--- config.mk ---
export PLATFORM = sky130hd
export DESIGN_NAME = tga_rle_pixel_decoder
export DESIGN_NICKNAME = d
export VERILOG_FILES = /design/src/rtl/tga_rle_pkg.sv /design/src/rtl/tga_rle_pixel_decoder.sv /design/src/rtl/tga_rle_out_buf.sv
export SDC_FILE = /design/constraint.sdc
export NUM_CORES = 1
export LEC_CHECK = 0
export BUFFER_PORTS_ARGS = -buffer_cell sky130_fd_sc_hd__buf_2
export CAP_MARGIN = 0
export CELL_PAD_IN_SITES_DETAIL_PLACEMENT = 0
export CELL_PAD_IN_SITES_GLOBAL_PLACEMENT = 1
export CORE_ASPECT_RATIO = 0.75
export CORE_MARGIN = 1.5
export CORE_UTILIZATION = 45
export CTS_BUF_LIST = sky130_fd_sc_hd__clkbuf_4 sky130_fd_sc_hd__clkbuf_8
export CTS_CLUSTER_SIZE = 12
export DETAILED_ROUTE_END_ITERATION = 12
export PLACE_DENSITY = 0.86
export SYNTH_ARGS = -nofsm -noshare
export SYNTH_HDL_FRONTEND = slang
export SYNTH_SLANG_ARGS = --single-unit
--- constraint.sdc ---
create_clock -name i_clk -period 7.6 [get_ports i_clk]
set_input_delay 0.38 -clock i_clk [delete_from_list [all_inputs] [get_ports i_clk]]
set_output_delay 0.38 -clock i_clk [all_outputs]
set_load 0.005 [all_outputs]
--- src/rtl/tga_rle_pkg.sv ---
// Shared types and constants for the TGA run-length pixel decoder.
// No dependencies; used by tga_rle_out_buf and tga_rle_pixel_decoder.
`default_nettype none

package tga_rle_pkg;

    // Configuration register indexes (register i at byte address 4*i).
    localparam int unsigned CFG_ADDR_W = 4;
    localparam logic [1:0] REG_PIXEL_BYTES  = 2'd0;
    localparam logic [1:0] REG_IMAGE_WIDTH  = 2'd1;
    localparam logic [1:0] REG_IMAGE_HEIGHT = 2'd2;

    // Packet header decoding.
    localparam logic [7:0] HDR_RUN_BIT = 8'h80;
    localparam logic [7:0] RUN_BIAS    = 8'd127;
    localparam logic [7:0] RAW_BIAS    = 8'd1;

    // Reset values of the configuration registers.
    localparam logic [2:0]  PIXEL_BYTES_RST  = 3'd3;
    localparam logic [15:0] IMAGE_WIDTH_RST  = 16'd1;
    localparam logic [15:0] IMAGE_HEIGHT_RST = 16'd1;

    // One decoded result.
    typedef struct packed {
        logic [31:0] pixel_value;
        logic [7:0]  repeat_count;
        logic        image_done;
    } t_pixel_result;

endpackage

`default_nettype wire

--- src/rtl/tga_rle_pixel_decoder.sv ---
// TGA run-length pixel decoder: one compressed byte per cycle in while not stalled, decoded pixels out.
// A finished pixel is registered in the output buffer before it appears on the output.
// Throughput: one input byte per cycle, limited only by output stalls (two-entry buffer).
// Reset (synchronous, active low): 3 bytes per pixel, 1x1 image, next byte is a header.
// Depends on tga_rle_pkg and tga_rle_out_buf.
`default_nettype none

module tga_rle_pixel_decoder
    import tga_rle_pkg::*;
(
    input  wire logic                  i_clk,
    input  wire logic                  i_rst_n,

    // Compressed byte stream.
    input  wire logic                  i_valid,
    output logic                       o_stall,
    input  wire logic [7:0]            i_in_byte,

    // Decoded pixel stream.
    output logic                       o_valid,
    input  wire logic                  i_stall,
    output logic [31:0]                o_pixel_value,
    output logic [7:0]                 o_repeat_count,
    output logic                       o_image_done,

    // Configuration port.
    input  wire logic                  psel,
    input  wire logic                  penable,
    input  wire logic                  pwrite,
    input  wire logic [CFG_ADDR_W-1:0] paddr,
    input  wire logic [31:0]           pwdata,
    output logic [31:0]                prdata,
    output logic                       pready
);

    // ------------------------------------------------------------------
    // Configuration registers.
    // A write to the image width or height restarts decoding: the pixel
    // budget is reloaded with width times height and the next byte is
    // taken as a packet header. The product is formed from the incoming
    // write data and the other, unchanged register, so it is ready in
    // the same edge that stores the new size.
    // ------------------------------------------------------------------
    logic [2:0]  r_pixel_bytes;
    logic [15:0] r_image_width;
    logic [15:0] r_image_height;

    logic        cfg_wr;
    logic [1:0]  cfg_idx;
    logic        wr_width;
    logic        wr_height;
    logic        restart;
    logic [15:0] mul_a;
    logic [15:0] mul_b;
    logic [31:0] image_size;

    assign pready    = 1'b1;
    assign cfg_wr    = psel && penable && pwrite && pready;
    assign cfg_idx   = paddr[3:2];
    assign wr_width  = cfg_wr && (cfg_idx == REG_IMAGE_WIDTH);
    assign wr_height = cfg_wr && (cfg_idx == REG_IMAGE_HEIGHT);
    assign restart   = wr_width || wr_height;

    assign mul_a      = wr_width  ? pwdata[15:0] : r_image_width;
    assign mul_b      = wr_height ? pwdata[15:0] : r_image_height;
    assign image_size = mul_a * mul_b;

    always_ff @(posedge i_clk) begin
        if (!i_rst_n) begin
            r_pixel_bytes  <= PIXEL_BYTES_RST;
            r_image_width  <= IMAGE_WIDTH_RST;
            r_image_height <= IMAGE_HEIGHT_RST;
        end else if (cfg_wr) begin
            unique case (cfg_idx)
                REG_PIXEL_BYTES:  r_pixel_bytes  <= pwdata[2:0];
                REG_IMAGE_WIDTH:  r_image_width  <= pwdata[15:0];
                REG_IMAGE_HEIGHT: r_image_height <= pwdata[15:0];
                default:          ;
            endcase
        end
    end

    always_comb begin
        unique case (cfg_idx)
            REG_PIXEL_BYTES:  prdata = {29'd0, r_pixel_bytes};
            REG_IMAGE_WIDTH:  prdata = {16'd0, r_image_width};
            REG_IMAGE_HEIGHT: prdata = {16'd0, r_image_height};
            default:          prdata = 32'd0;
        endcase
    end

    // ------------------------------------------------------------------
    // Decoder state.
    // Each transferred byte is decoded in a single pass of short logic:
    // a header byte loads the packet type and length, a pixel byte is
    // merged into the gather register, and the last byte of a pixel
    // produces a result that goes to the output buffer.
    // ------------------------------------------------------------------
    logic        r_expect_header;
    logic        r_packet_is_raw;
    logic [7:0]  r_packet_left;
    logic [1:0]  r_byte_index;
    logic [31:0] r_gather;
    logic [31:0] r_image_left;
    logic        r_finished;

    logic          in_xfer;
    logic          buf_full;
    logic [2:0]    eff_bytes;
    logic          pixel_done;
    logic [31:0]   gather_all;
    logic [7:0]    repeat_cnt;
    logic [7:0]    n_packet_left;
    logic [31:0]   n_image_left;
    logic          push;
    t_pixel_result result;

    assign o_stall = buf_full;
    assign in_xfer = i_valid && !o_stall;

    // Out-of-range pixel sizes: zero acts as one byte, five to seven as four.
    always_comb begin
        if (r_pixel_bytes == 3'd0) begin
            eff_bytes = 3'd1;
        end else if (r_pixel_bytes > 3'd4) begin
            eff_bytes = 3'd4;
        end else begin
            eff_bytes = r_pixel_bytes;
        end
    end

    assign gather_all = r_gather | ({24'd0, i_in_byte} << {r_byte_index, 3'b000});
    // The pixel completes when this byte is the last one of the current size;
    // a size shrunk mid-pixel completes it at once.
    assign pixel_done = !(({1'b0, r_byte_index} + 3'd1) < eff_bytes);

    // A run is clamped to the pixels still left in the image.
    always_comb begin
        if (r_packet_is_raw) begin
            repeat_cnt    = 8'd1;
            n_packet_left = r_packet_left - 8'd1;
        end else begin
            if ({24'd0, r_packet_left} > r_image_left) begin
                repeat_cnt = r_image_left[7:0];
            end else begin
                repeat_cnt = r_packet_left;
            end
            n_packet_left = 8'd0;
        end
        n_image_left = r_image_left - {24'd0, repeat_cnt};
    end

    assign push = in_xfer && !r_finished && !r_expect_header && pixel_done && !restart;

    assign result.pixel_value  = gather_all;
    assign result.repeat_count = repeat_cnt;
    assign result.image_done   = (n_image_left == 32'd0);

    always_ff @(posedge i_clk) begin
        if (!i_rst_n) begin
            r_expect_header <= 1'b1;
            r_packet_is_raw <= 1'b0;
            r_packet_left   <= 8'd0;
            r_byte_index    <= 2'd0;
            r_gather        <= 32'd0;
            r_image_left    <= 32'd1;
            r_finished      <= 1'b0;
        end else if (restart) begin
            r_expect_header <= 1'b1;
            r_packet_is_raw <= 1'b0;
            r_packet_left   <= 8'd0;
            r_byte_index    <= 2'd0;
            r_gather        <= 32'd0;
            r_image_left    <= image_size;
            r_finished      <= (image_size == 32'd0);
        end else if (in_xfer && !r_finished) begin
            if (r_expect_header) begin
                r_packet_is_raw <= (i_in_byte < HDR_RUN_BIT);
                if (i_in_byte < HDR_RUN_BIT) begin
                    r_packet_left <= i_in_byte + RAW_BIAS;
                end else begin
                    r_packet_left <= i_in_byte - RUN_BIAS;
                end
                r_expect_header <= 1'b0;
                r_byte_index    <= 2'd0;
                r_gather        <= 32'd0;
            end else if (!pixel_done) begin
                r_gather     <= gather_all;
                r_byte_index <= r_byte_index + 2'd1;
            end else begin
                r_gather        <= 32'd0;
                r_byte_index    <= 2'd0;
                r_packet_left   <= n_packet_left;
                r_image_left    <= n_image_left;
                r_expect_header <= (n_packet_left == 8'd0);
                r_finished      <= (n_image_left == 32'd0);
            end
        end
    end

    // ------------------------------------------------------------------
    // Output buffer: lets a new byte transfer in while a finished pixel
    // still waits for the downstream side.
    // ------------------------------------------------------------------
    t_pixel_result out_data;

    tga_rle_out_buf u_out_buf (
        .i_clk   (i_clk),
        .i_rst_n (i_rst_n),
        .i_push  (push),
        .i_data  (result),
        .o_full  (buf_full),
        .o_valid (o_valid),
        .o_data  (out_data),
        .i_stall (i_stall)
    );

    assign o_pixel_value  = out_data.pixel_value;
    assign o_repeat_count = out_data.repeat_count;
    assign o_image_done   = out_data.image_done;

endmodule

`default_nettype wire

--- src/rtl/tga_rle_out_buf.sv ---
// Two-entry output buffer (output register plus skid register) for decoded results.
// Depends on tga_rle_pkg for the result struct.
`default_nettype none

module tga_rle_out_buf
    import tga_rle_pkg::*;
(
    input  wire logic          i_clk,
    input  wire logic          i_rst_n,
    input  wire logic          i_push,
    input  wire t_pixel_result i_data,
    output logic               o_full,
    output logic               o_valid,
    output t_pixel_result      o_data,
    input  wire logic          i_stall
);

    logic          r_out_valid;
    logic          r_skid_valid;
    t_pixel_result r_out_data;
    t_pixel_result r_skid_data;
    logic          out_take;

    assign out_take = r_out_valid && !i_stall;

    always_ff @(posedge i_clk) begin
        if (!i_rst_n) begin
            r_out_valid  <= 1'b0;
            r_skid_valid <= 1'b0;
        end else begin
            // The upstream side is held off while the skid entry is full,
            // so a push never arrives together with a full skid entry.
            if (r_skid_valid) begin
                if (out_take) begin
                    r_out_data   <= r_skid_data;
                    r_skid_valid <= 1'b0;
                end
            end else if (i_push) begin
                if (!r_out_valid || out_take) begin
                    r_out_data  <= i_data;
                    r_out_valid <= 1'b1;
                end else begin
                    r_skid_data  <= i_data;
                    r_skid_valid <= 1'b1;
                end
            end else if (out_take) begin
                r_out_valid <= 1'b0;
            end
        end
    end

    assign o_full  = r_skid_valid;
    assign o_valid = r_out_valid;
    assign o_data  = r_out_data;

endmodule

`default_nettype wire

==> key figures, run 1 <==
Pwr
  • Power density relative to cell area: 118 nW/um^2
  • VDD IR max: about 0.11 mV
  • Static Leak: 9.15 nW

Clock network
  • Source-to-sink clock delay at the later pin of the worst-skew pair: roughly 0.52 ns
  • H-tree level count: 4
  • Cts bufs inserted: 17
  • Quantity of gates resized following cts: 0
  • Hold buffer count at cts: 0
  • Number of setup buffers added after CTS: 0
  • CTS tree: yes
  • Master cell of the clock root buffer: clkbuf_8
  • Sinks on Clock Net: between 150 and 200
  • Buffers from clock root to sink, at most: 2
  • Clock transition at the registers of the reported paths: between 0.1 and 0.15 ns

Setup path
  • Largest fanout on the critical path: 27
  • Worst R2R Setup Slack: around 0.94 ns
  • Data arrival at the endpoint of the critical path: ~7.4 ns
  • Startpoint Class: input pin
  • Critical Path RT: between 8 and 9 ns
  • Crit path kind: in -> reg
  • Kind of end point of the critical path: flip-flop

Synth
  • Number of instances in the synthesized netlist: a little under 2000
  • Synth Warn #: 0
  • Cell Area, Synth: 18300 sq um
  • Sequential fraction of the synthesis area: 25.9%
  • Number of enable flip-flop cells after synthesis: between 80 and 90
  • Leading register cell type out of synthesis: dfxtp_1
  • Number of unique standard cell types used by synthesis: 86
  • Post-Syn Area per Cell: about 9.2 sq um
  • Total of flip-flops plus latches after synthesis: about 200
  • Synth async-reset ratio: 0%

STA
  • Final Hold Fails: 0
  • Share of the clock period used by the worst path after layout: between 90% and 100%
  • Unrepaired setup endpoints after global routing: no
  • Worst Max-Slew Pin Slew: about 1.2 ns
  • Maximum achievable frequency: approximately 0.14 GHz
  • Count of final max-slew check failures: 0
  • Summed negative setup slack over all endpoints: 0 ns
  • Clock period minus final worst setup slack: ~7 ns
  • Clk_skew: 0.0413 ns
  • Worst-case hold slack: ~0.15 ns
  • Number of endpoints failing setup at the final stage: 0
  • Slew Limit Headroom: around a fifth

Floorplanning
  • Die area: between 40000 and 50000 sq um
  • Vertical die dimension: between 150 and 200 um
  • Core outline area: ~40000 sq um
  • Floorplan die width: about 240 um
  • Starting utilization of the core area: between 40 and 50%
  • Top Ports: between 100 and 150
  • Num rows: 63

Final layout
  • Reg area: roughly 4700 sq um
  • # fillers: around 3700
  • Non-Filler Instances: 2619
  • Area occupied by multi-input gates: roughly 12000 sq um
  • Share of final-layout standard cells stronger than drive strength 1: 14.4%
  • Final net count: 2455
  • Area added between synthesis and finish: 9.54%

Route
  • Routed WL: between 40 and 50 mm
  • Routed len/inst: 18.8 um
  • Starting DRC count in detailed routing: between 1000 and 1500
  • Average via count per standard cell: 5.57
  • Via Count: 14577
  • Post-route DRC: 0
  • DRT antenna net count: 0
  • Number of optimization iterations in the first detailed-route pass: 5

Global route
  • Antenna violations before repair: 2
  • First-pass GRT wire length: between 70 and 80 mm
  • Total routing usage reported by global routing: 23.7%
  • Vias in the first global route: 14257
  • Maximum number of pins on one net before global-route repair: 60
  • Global route overflow: 0

Run status
  • Result of the run: finished, final reports clean

Placed design
  • Half-perimeter wire length after detailed placement: about 39 mm
  • Weighted congestion at the end of routability-driven global placement: around 0.94
  • Port Buffers: between 90 and 100
  • Cells after DPL: approximately 2600

Flow run
  • MaxCap Viol Count: 0

Min path
  • Kind of path behind the tightest hold check: in -> reg
## cell families after synthesis
logic type / count (synthesis) / synth area share, %
AND/OR/NAND/NOR: 618 / 14.9
flip-flops: 196 / 25.9
adder cells (fa/ha/maj): 320 / 29.8
buffers and inverters: 363 / 8.06
XOR/XNOR: 63 / 3.01
AO/OA/AOI/OAI: 308 / 11.5
multiplexers: 116 / 6.77
other: 2 / 0.0409
## state kept, by name, summed over array words and instances (netlist names)
name                   cells
r_packet_is_raw            1
u_out_buf.o_full           1
r_byte_index               2
r_gather                  32
r_pixel_bytes              3
r_expect_header            1
u_out_buf.o_data          41
r_image_left              32
u_out_buf.o_valid          1
r_image_height            16
u_out_buf.r_skid_data     41
r_finished                 1
r_packet_left              8
r_image_width             16
## layout by cell type, fill, tap and decap left out, types with 5 or more instances in the layout
master,count
clkbuf_8,17
a211oi_1,28
or4_1,6
conb_1,17
o21ai_0,35
buf_2,91
o31ai_1,9
nand4_1,16
nand2_1,211
or2_2,6
o21bai_1,5
nand3_1,15
buf_4,71
a31oi_1,8
nand3b_1,6
xnor2_1,30
clkinv_8,5
and2_1,7
nor2b_1,12
nor3_1,23
nand2b_1,6
o21a_1,11
and3_1,12
dfxtp_1,113
a21oi_1,88
mux2i_1,51
o21ai_1,8
xor2_1,33
fa_1,195
or3_1,8
nor2_1,260
a22o_1,14
ha_1,125
a21o_1,40
o211ai_1,10
inv_1,260
edfxtp_1,82
mux2_2,65
## cell usage after synthesis, types with 4 or more instances
cell type	number	area share [%]
xnor2_1	30	1.4
xor2_1	33	1.6
a22o_1	14	0.67
nand4_1	16	0.55
inv_1	261	5.3
and3_1	12	0.41
o21bai_1	5	0.20
fa_1	195	21
buf_6	4	0.25
nor2b_1	12	0.41
o21ai_0	35	0.95
ha_1	125	8.5
or3_1	8	0.27
nand3_1	15	0.41
nor4_1	4	0.14
o2111ai_1	4	0.19
a211oi_1	28	1.1
nor2_1	262	5.4
nand2_1	211	4.3
a21o_1	40	1.6
edfxtp_1	82	13
o211ai_1	10	0.41
a211oi_2	4	0.27
nand3b_1	6	0.25
nor3_1	24	0.65
mux2i_1	51	2.8
or4_1	6	0.25
dfxtp_1	114	12
clkbuf_1	62	1.3
mux2_2	65	4.0
o21a_1	11	0.45
buf_2	11	0.30
and2_1	7	0.24
a2111oi_0	4	0.19
o31ai_1	9	0.37
nand2b_1	6	0.20
or2_2	6	0.20
o21ai_1	8	0.22
a21oi_1	89	2.4
buf_4	19	0.78
buf_1	5	0.10
a31oi_1	8	0.27
## where the power goes
part | switching (mW) | internal [mW] | total [mW]
clock network | 0.471 | 0.292 | 0.764
registers | 0.0283 | 1.12 | 1.15
logic | 0.288 | 0.182 | 0.470
## stage by stage
stage | total power, mW | setup WS, ns | instance area [sq um] | utilization [%]
final | 2.38 | 0.614 | 20100 | 50.4
after CTS | 2.39 | 0.669 | 20100 | 50.4
after global routing | 2.49 | 0.239 | 20100 | 50.4
after floorplan | 1.51 | 0.0921 | 18400 | -
after detailed placement | 1.63 | 0.139 | 19600 | 49.2
after global placement | 1.62 | 0.228 | 19600 | 49.2
## routing by layer
| metal | wire (um) | track usage, % |
|---|---|---|
| met5 | 12 | 0 |
| met1 | 22800 | 33.7 |
| met3 | 3480 | 5.02 |
| met4 | 1430 | 7.96 |
| met2 | 21500 | 36.0 |
## worst max-delay path: stages
cell,delay (ns)
buf_2,0.12
nand3_1,0.21
nor2_4,0.16
buf_12,0.21
mux2_2,0.50
nand2_1,0.12
fa_1,0.45
fa_1,0.58
fa_1,0.54
inv_1,0.05
fa_1,0.52
fa_1,0.49
inv_1,0.06
fa_1,0.54
inv_1,0.05
ha_1,0.24
a21o_1,0.17
a21oi_1,0.21
or3b_1,0.35
or3_1,0.35
a31oi_1,0.20
or2b_2,0.32
xor2_1,0.26
nor2_1,0.08
a211oi_1,0.21
## area by class of cell
class | instances | share of cell area (%)
inverters | 262 | 4.89
clock inverters | 15 | 1.07
well taps | 520 | 3.24
multi-input cells | 1442 | 60.8
clock buffers | 17 | 1.16
diodes | 2 | 0.0249
flip-flops and latches | 196 | 23.6
repair buffers | 165 | 5.22
## path summary, 6_finish.rpt
check	start	end	cells after the start
worst min register to register	r_gather[8]	r_gather[8]	2
worst max-delay path	pwrite	r_image_left[27]	25
worst min-delay path	pwdata[1]	r_pixel_bytes[1]	3
worst max register to register	r_image_height[1]	r_image_left[27]	21
No activity file was read; power rests on OpenSTA's default activity.
==> run 2: changes to the inputs <==
CAP_MARGIN = 20   (was 0)
CTS_BUF_LIST = sky130_fd_sc_hd__clkbuf_8   (was sky130_fd_sc_hd__clkbuf_4 sky130_fd_sc_hd__clkbuf_8)
==> run 2 against run 1 <==
Compared with the run above:
- final area about the same
- register-to-register slack is essentially flat
- combinational power is essentially flat
- hold slack improved by 0.0092 ns
- flip-flop and latch count unchanged
- largest power group unchanged
- highest routed layer is now met4
- non-clock buffer count rose by 1
- core utilization barely moved
- clock skew fell by 0.0088 ns
==> key figures, run 2 (synthesized netlist as in run 1, its figures left out) <==
Run status
  • Result of the run: finished, final reports clean (unchanged)

Route
  • Via Count: 14522 (was 14577)
  • Starting DRC count in detailed routing: 1067 (was 1219)
  • DRT antenna net count: 0 (unchanged)
  • Routed WL: 49.2 mm (about the same)
  • Routed len/inst: 18.8 um (about the same)
  • Average via count per standard cell: 5.54 (was 5.57)
  • Number of optimization iterations in the first detailed-route pass: 6 (was 5)
  • Post-route DRC: 0 (unchanged)

Clock network
  • Master cell of the clock root buffer: clkbuf_8 (unchanged)
  • Sinks on Clock Net: 196 (unchanged)
  • CTS tree: yes (unchanged)
  • H-tree level count: 4 (unchanged)
  • Buffers from clock root to sink, at most: 2 (unchanged)
  • Quantity of gates resized following cts: 0 (unchanged)
  • Clock transition at the registers of the reported paths: 0.13 ns (was 0.14 ns)
  • Source-to-sink clock delay at the later pin of the worst-skew pair: 0.51 ns (was 0.52 ns)
  • Number of setup buffers added after CTS: 0 (unchanged)
  • Cts bufs inserted: 17 (unchanged)
  • Hold buffer count at cts: 0 (unchanged)

Floorplanning
  • Floorplan die width: 236 um (unchanged)
  • Die area: 42000 sq um (unchanged)
  • Num rows: 63 (unchanged)
  • Top Ports: 127 (unchanged)
  • Starting utilization of the core area: 46.0% (unchanged)
  • Vertical die dimension: 178 um (unchanged)
  • Core outline area: 39900 sq um (unchanged)

Setup path
  • Critical Path RT: 8.03 ns (about the same)
  • Reg2reg start: r_image_height[1] (unchanged)
  • Worst R2R End: r_image_left[27] (unchanged)
  • Crit path kind: in -> reg (unchanged)
  • FF-to-FF path depth: 21 (unchanged)
  • Largest fanout on the critical path: 19 (was 27)
  • Worst R2R Setup Slack: 0.93 ns (was 0.94 ns)
  • Data arrival at the endpoint of the critical path: 7.45 ns (was 7.41 ns)
  • Kind of end point of the critical path: flip-flop (unchanged)
  • Startpoint Class: input pin (unchanged)

Min path
  • Kind of path behind the tightest hold check: in -> reg (unchanged)
  • Destination of the worst hold path: u_out_buf.o_full (was r_pixel_bytes[1])
  • Start point of the worst min-delay path: i_stall (was pwdata[1])
  • Number of stages on the worst hold path: 3 (unchanged)

STA
  • Worst-case hold slack: 0.157 ns (was 0.148 ns)
  • Share of the clock period used by the worst path after layout: 92.5% (was 91.9%)
  • Maximum achievable frequency: 0.142 GHz (was 0.143 GHz)
  • Number of endpoints failing setup at the final stage: 0 (unchanged)
  • Count of final max-slew check failures: 0 (unchanged)
  • Worst Max-Slew Pin Slew: 1.05 ns (was 1.20 ns)
  • Clock period minus final worst setup slack: 7.03 ns (was 6.99 ns)
  • Final Hold Fails: 0 (unchanged)
  • Summed negative setup slack over all endpoints: 0 ns (unchanged)
  • Slew Limit Headroom: 29.7% (was 20.1%)
  • Unrepaired setup endpoints after global routing: no (unchanged)
  • Clk_skew: 0.0326 ns (was 0.0413 ns)

Final layout
  • Non-Filler Instances: 2619 (unchanged)
  • Final net count: 2456 (was 2455)
  • Area added between synthesis and finish: 9.47% (was 9.54%)
  • Most frequent cells in the layout: 260 x nor2_1, 260 x inv_1, 211 x nand2_1 (unchanged)
  • Share of final-layout standard cells stronger than drive strength 1: 14.5% (was 14.4%)

Pwr
  • P_int: 1.56 mW (was 1.59 mW)
  • Net Sw Frac: 33.5% (was 33.1%)
  • Net load switching power: 0.785 mW (was 0.788 mW)
  • Part of the power in the clock network: 31.0% (was 32.1%)
  • Fraction of power consumed by combinational cells: 20.1% (was 19.7%)
  • Static Leak: 9.15 nW (about the same)
  • Power density relative to cell area: 117 nW/um^2 (was 118 nW/um^2)
  • VDD IR max: 0.105 mV (was 0.114 mV)
  • Fraction of power consumed by sequential logic: 48.9% (was 48.2%)

Global route
  • Vias in the first global route: 14270 (was 14257)
  • Antenna violations before repair: 0 (was 2)
  • Maximum number of pins on one net before global-route repair: 60 (unchanged)
  • Total routing usage reported by global routing: 23.9% (was 23.7%)
  • First-pass GRT wire length: 78.2 mm (was 77.5 mm)
  • Global route overflow: 0 (unchanged)

Placed design
  • Cells after DPL: 2586 (was 2585)
  • Half-perimeter wire length after detailed placement: 38.9 mm (about the same)
  • Weighted congestion at the end of routability-driven global placement: 0.944 (unchanged)
  • Port Buffers: 91 (unchanged)

Flow run
  • MaxCap Viol Count: 0 (unchanged)
==> run 2: changes by cell type in the layout (fill, tap and decap cells not counted) <==
cell and change:
buf_8 +1, bufinv_16 -1, clkinv_4 +1, clkinv_8 -1
diode_2 -1, inv_8 +1
==> run 2: worst max-delay path by stage <==
stage / start / end / cells past startpoint
3_3_place_gp: pwrite / r_finished / 25
6_report: pwrite / r_image_left[27] / 27
3_5_place_dp: pwrite / r_finished / 27
2_1_floorplan: paddr[2] / r_finished / 27
4_1_cts: pwrite / r_image_left[27] / 27
5_1_grt: pwrite / r_image_left[27] / 27
==> run 2: cell type report <==
type	count	area (sq um)
multi-input combinational	1442	12200
clock buffer	17	234
timing repair buffer	166	1060
fill	3729	19800
clock inverter	15	189
antenna	1	2.50
inverter	262	983
sequential	196	4750
tap	520	651
==> run 2: metal layers <==
layer / track usage [%] / vias up / part of all wire, %
li1: - / 6748 / -
met1: 34.5 / 7226 / 47
met2: 36.5 / 490 / 44
met3: 4.28 / 58 / 7.0
met4: 7.12 / 0 / 2.1
met5: 0 / - / 0
==> run 2: per-stage QoR <==
| step | setup slack, ns | instance area [sq um] | util (%) | total power, mW |
|---|---|---|---|---|
| 4_1_cts | 0.655 | 20100 | 50.3 | 2.36 |
| 2_1_floorplan | 0.0921 | 18400 | - | 1.51 |
| 5_1_grt | 0.244 | 20100 | 50.3 | 2.46 |
| 3_5_place_dp | 0.112 | 19700 | 49.3 | 1.63 |
| 6_report | 0.573 | 20100 | 50.3 | 2.35 |
| 3_3_place_gp | 0.228 | 19600 | 49.2 | 1.62 |
==> run 2: worst max-delay path, cell delays in order <==
cell	delay [ns]
buf_2	0.13
nand3_1	0.22
nor2_2	0.20
buf_12	0.19
mux2i_1	0.22
buf_4	0.23
nor2_1	0.09
fa_1	0.54
inv_1	0.05
fa_1	0.52
fa_1	0.53
inv_1	0.05
fa_1	0.51
fa_1	0.49
inv_1	0.05
fa_1	0.55
inv_1	0.05
ha_1	0.25
a21o_1	0.17
a21oi_1	0.22
or3b_1	0.36
or3_1	0.34
a31oi_1	0.20
or2b_2	0.32
xor2_1	0.27
nor2_1	0.07
a211oi_1	0.21
==> run 2: power by group through the flow <==
stage	sequential, mW	combinational (mW)	clock (mW)
after global routing	1.15	0.524	0.784
after CTS	1.15	0.468	0.746
after floorplan	1.16	0.348	0
after detailed placement	1.17	0.464	0
final	1.15	0.472	0.727
after global placement	1.17	0.454	0
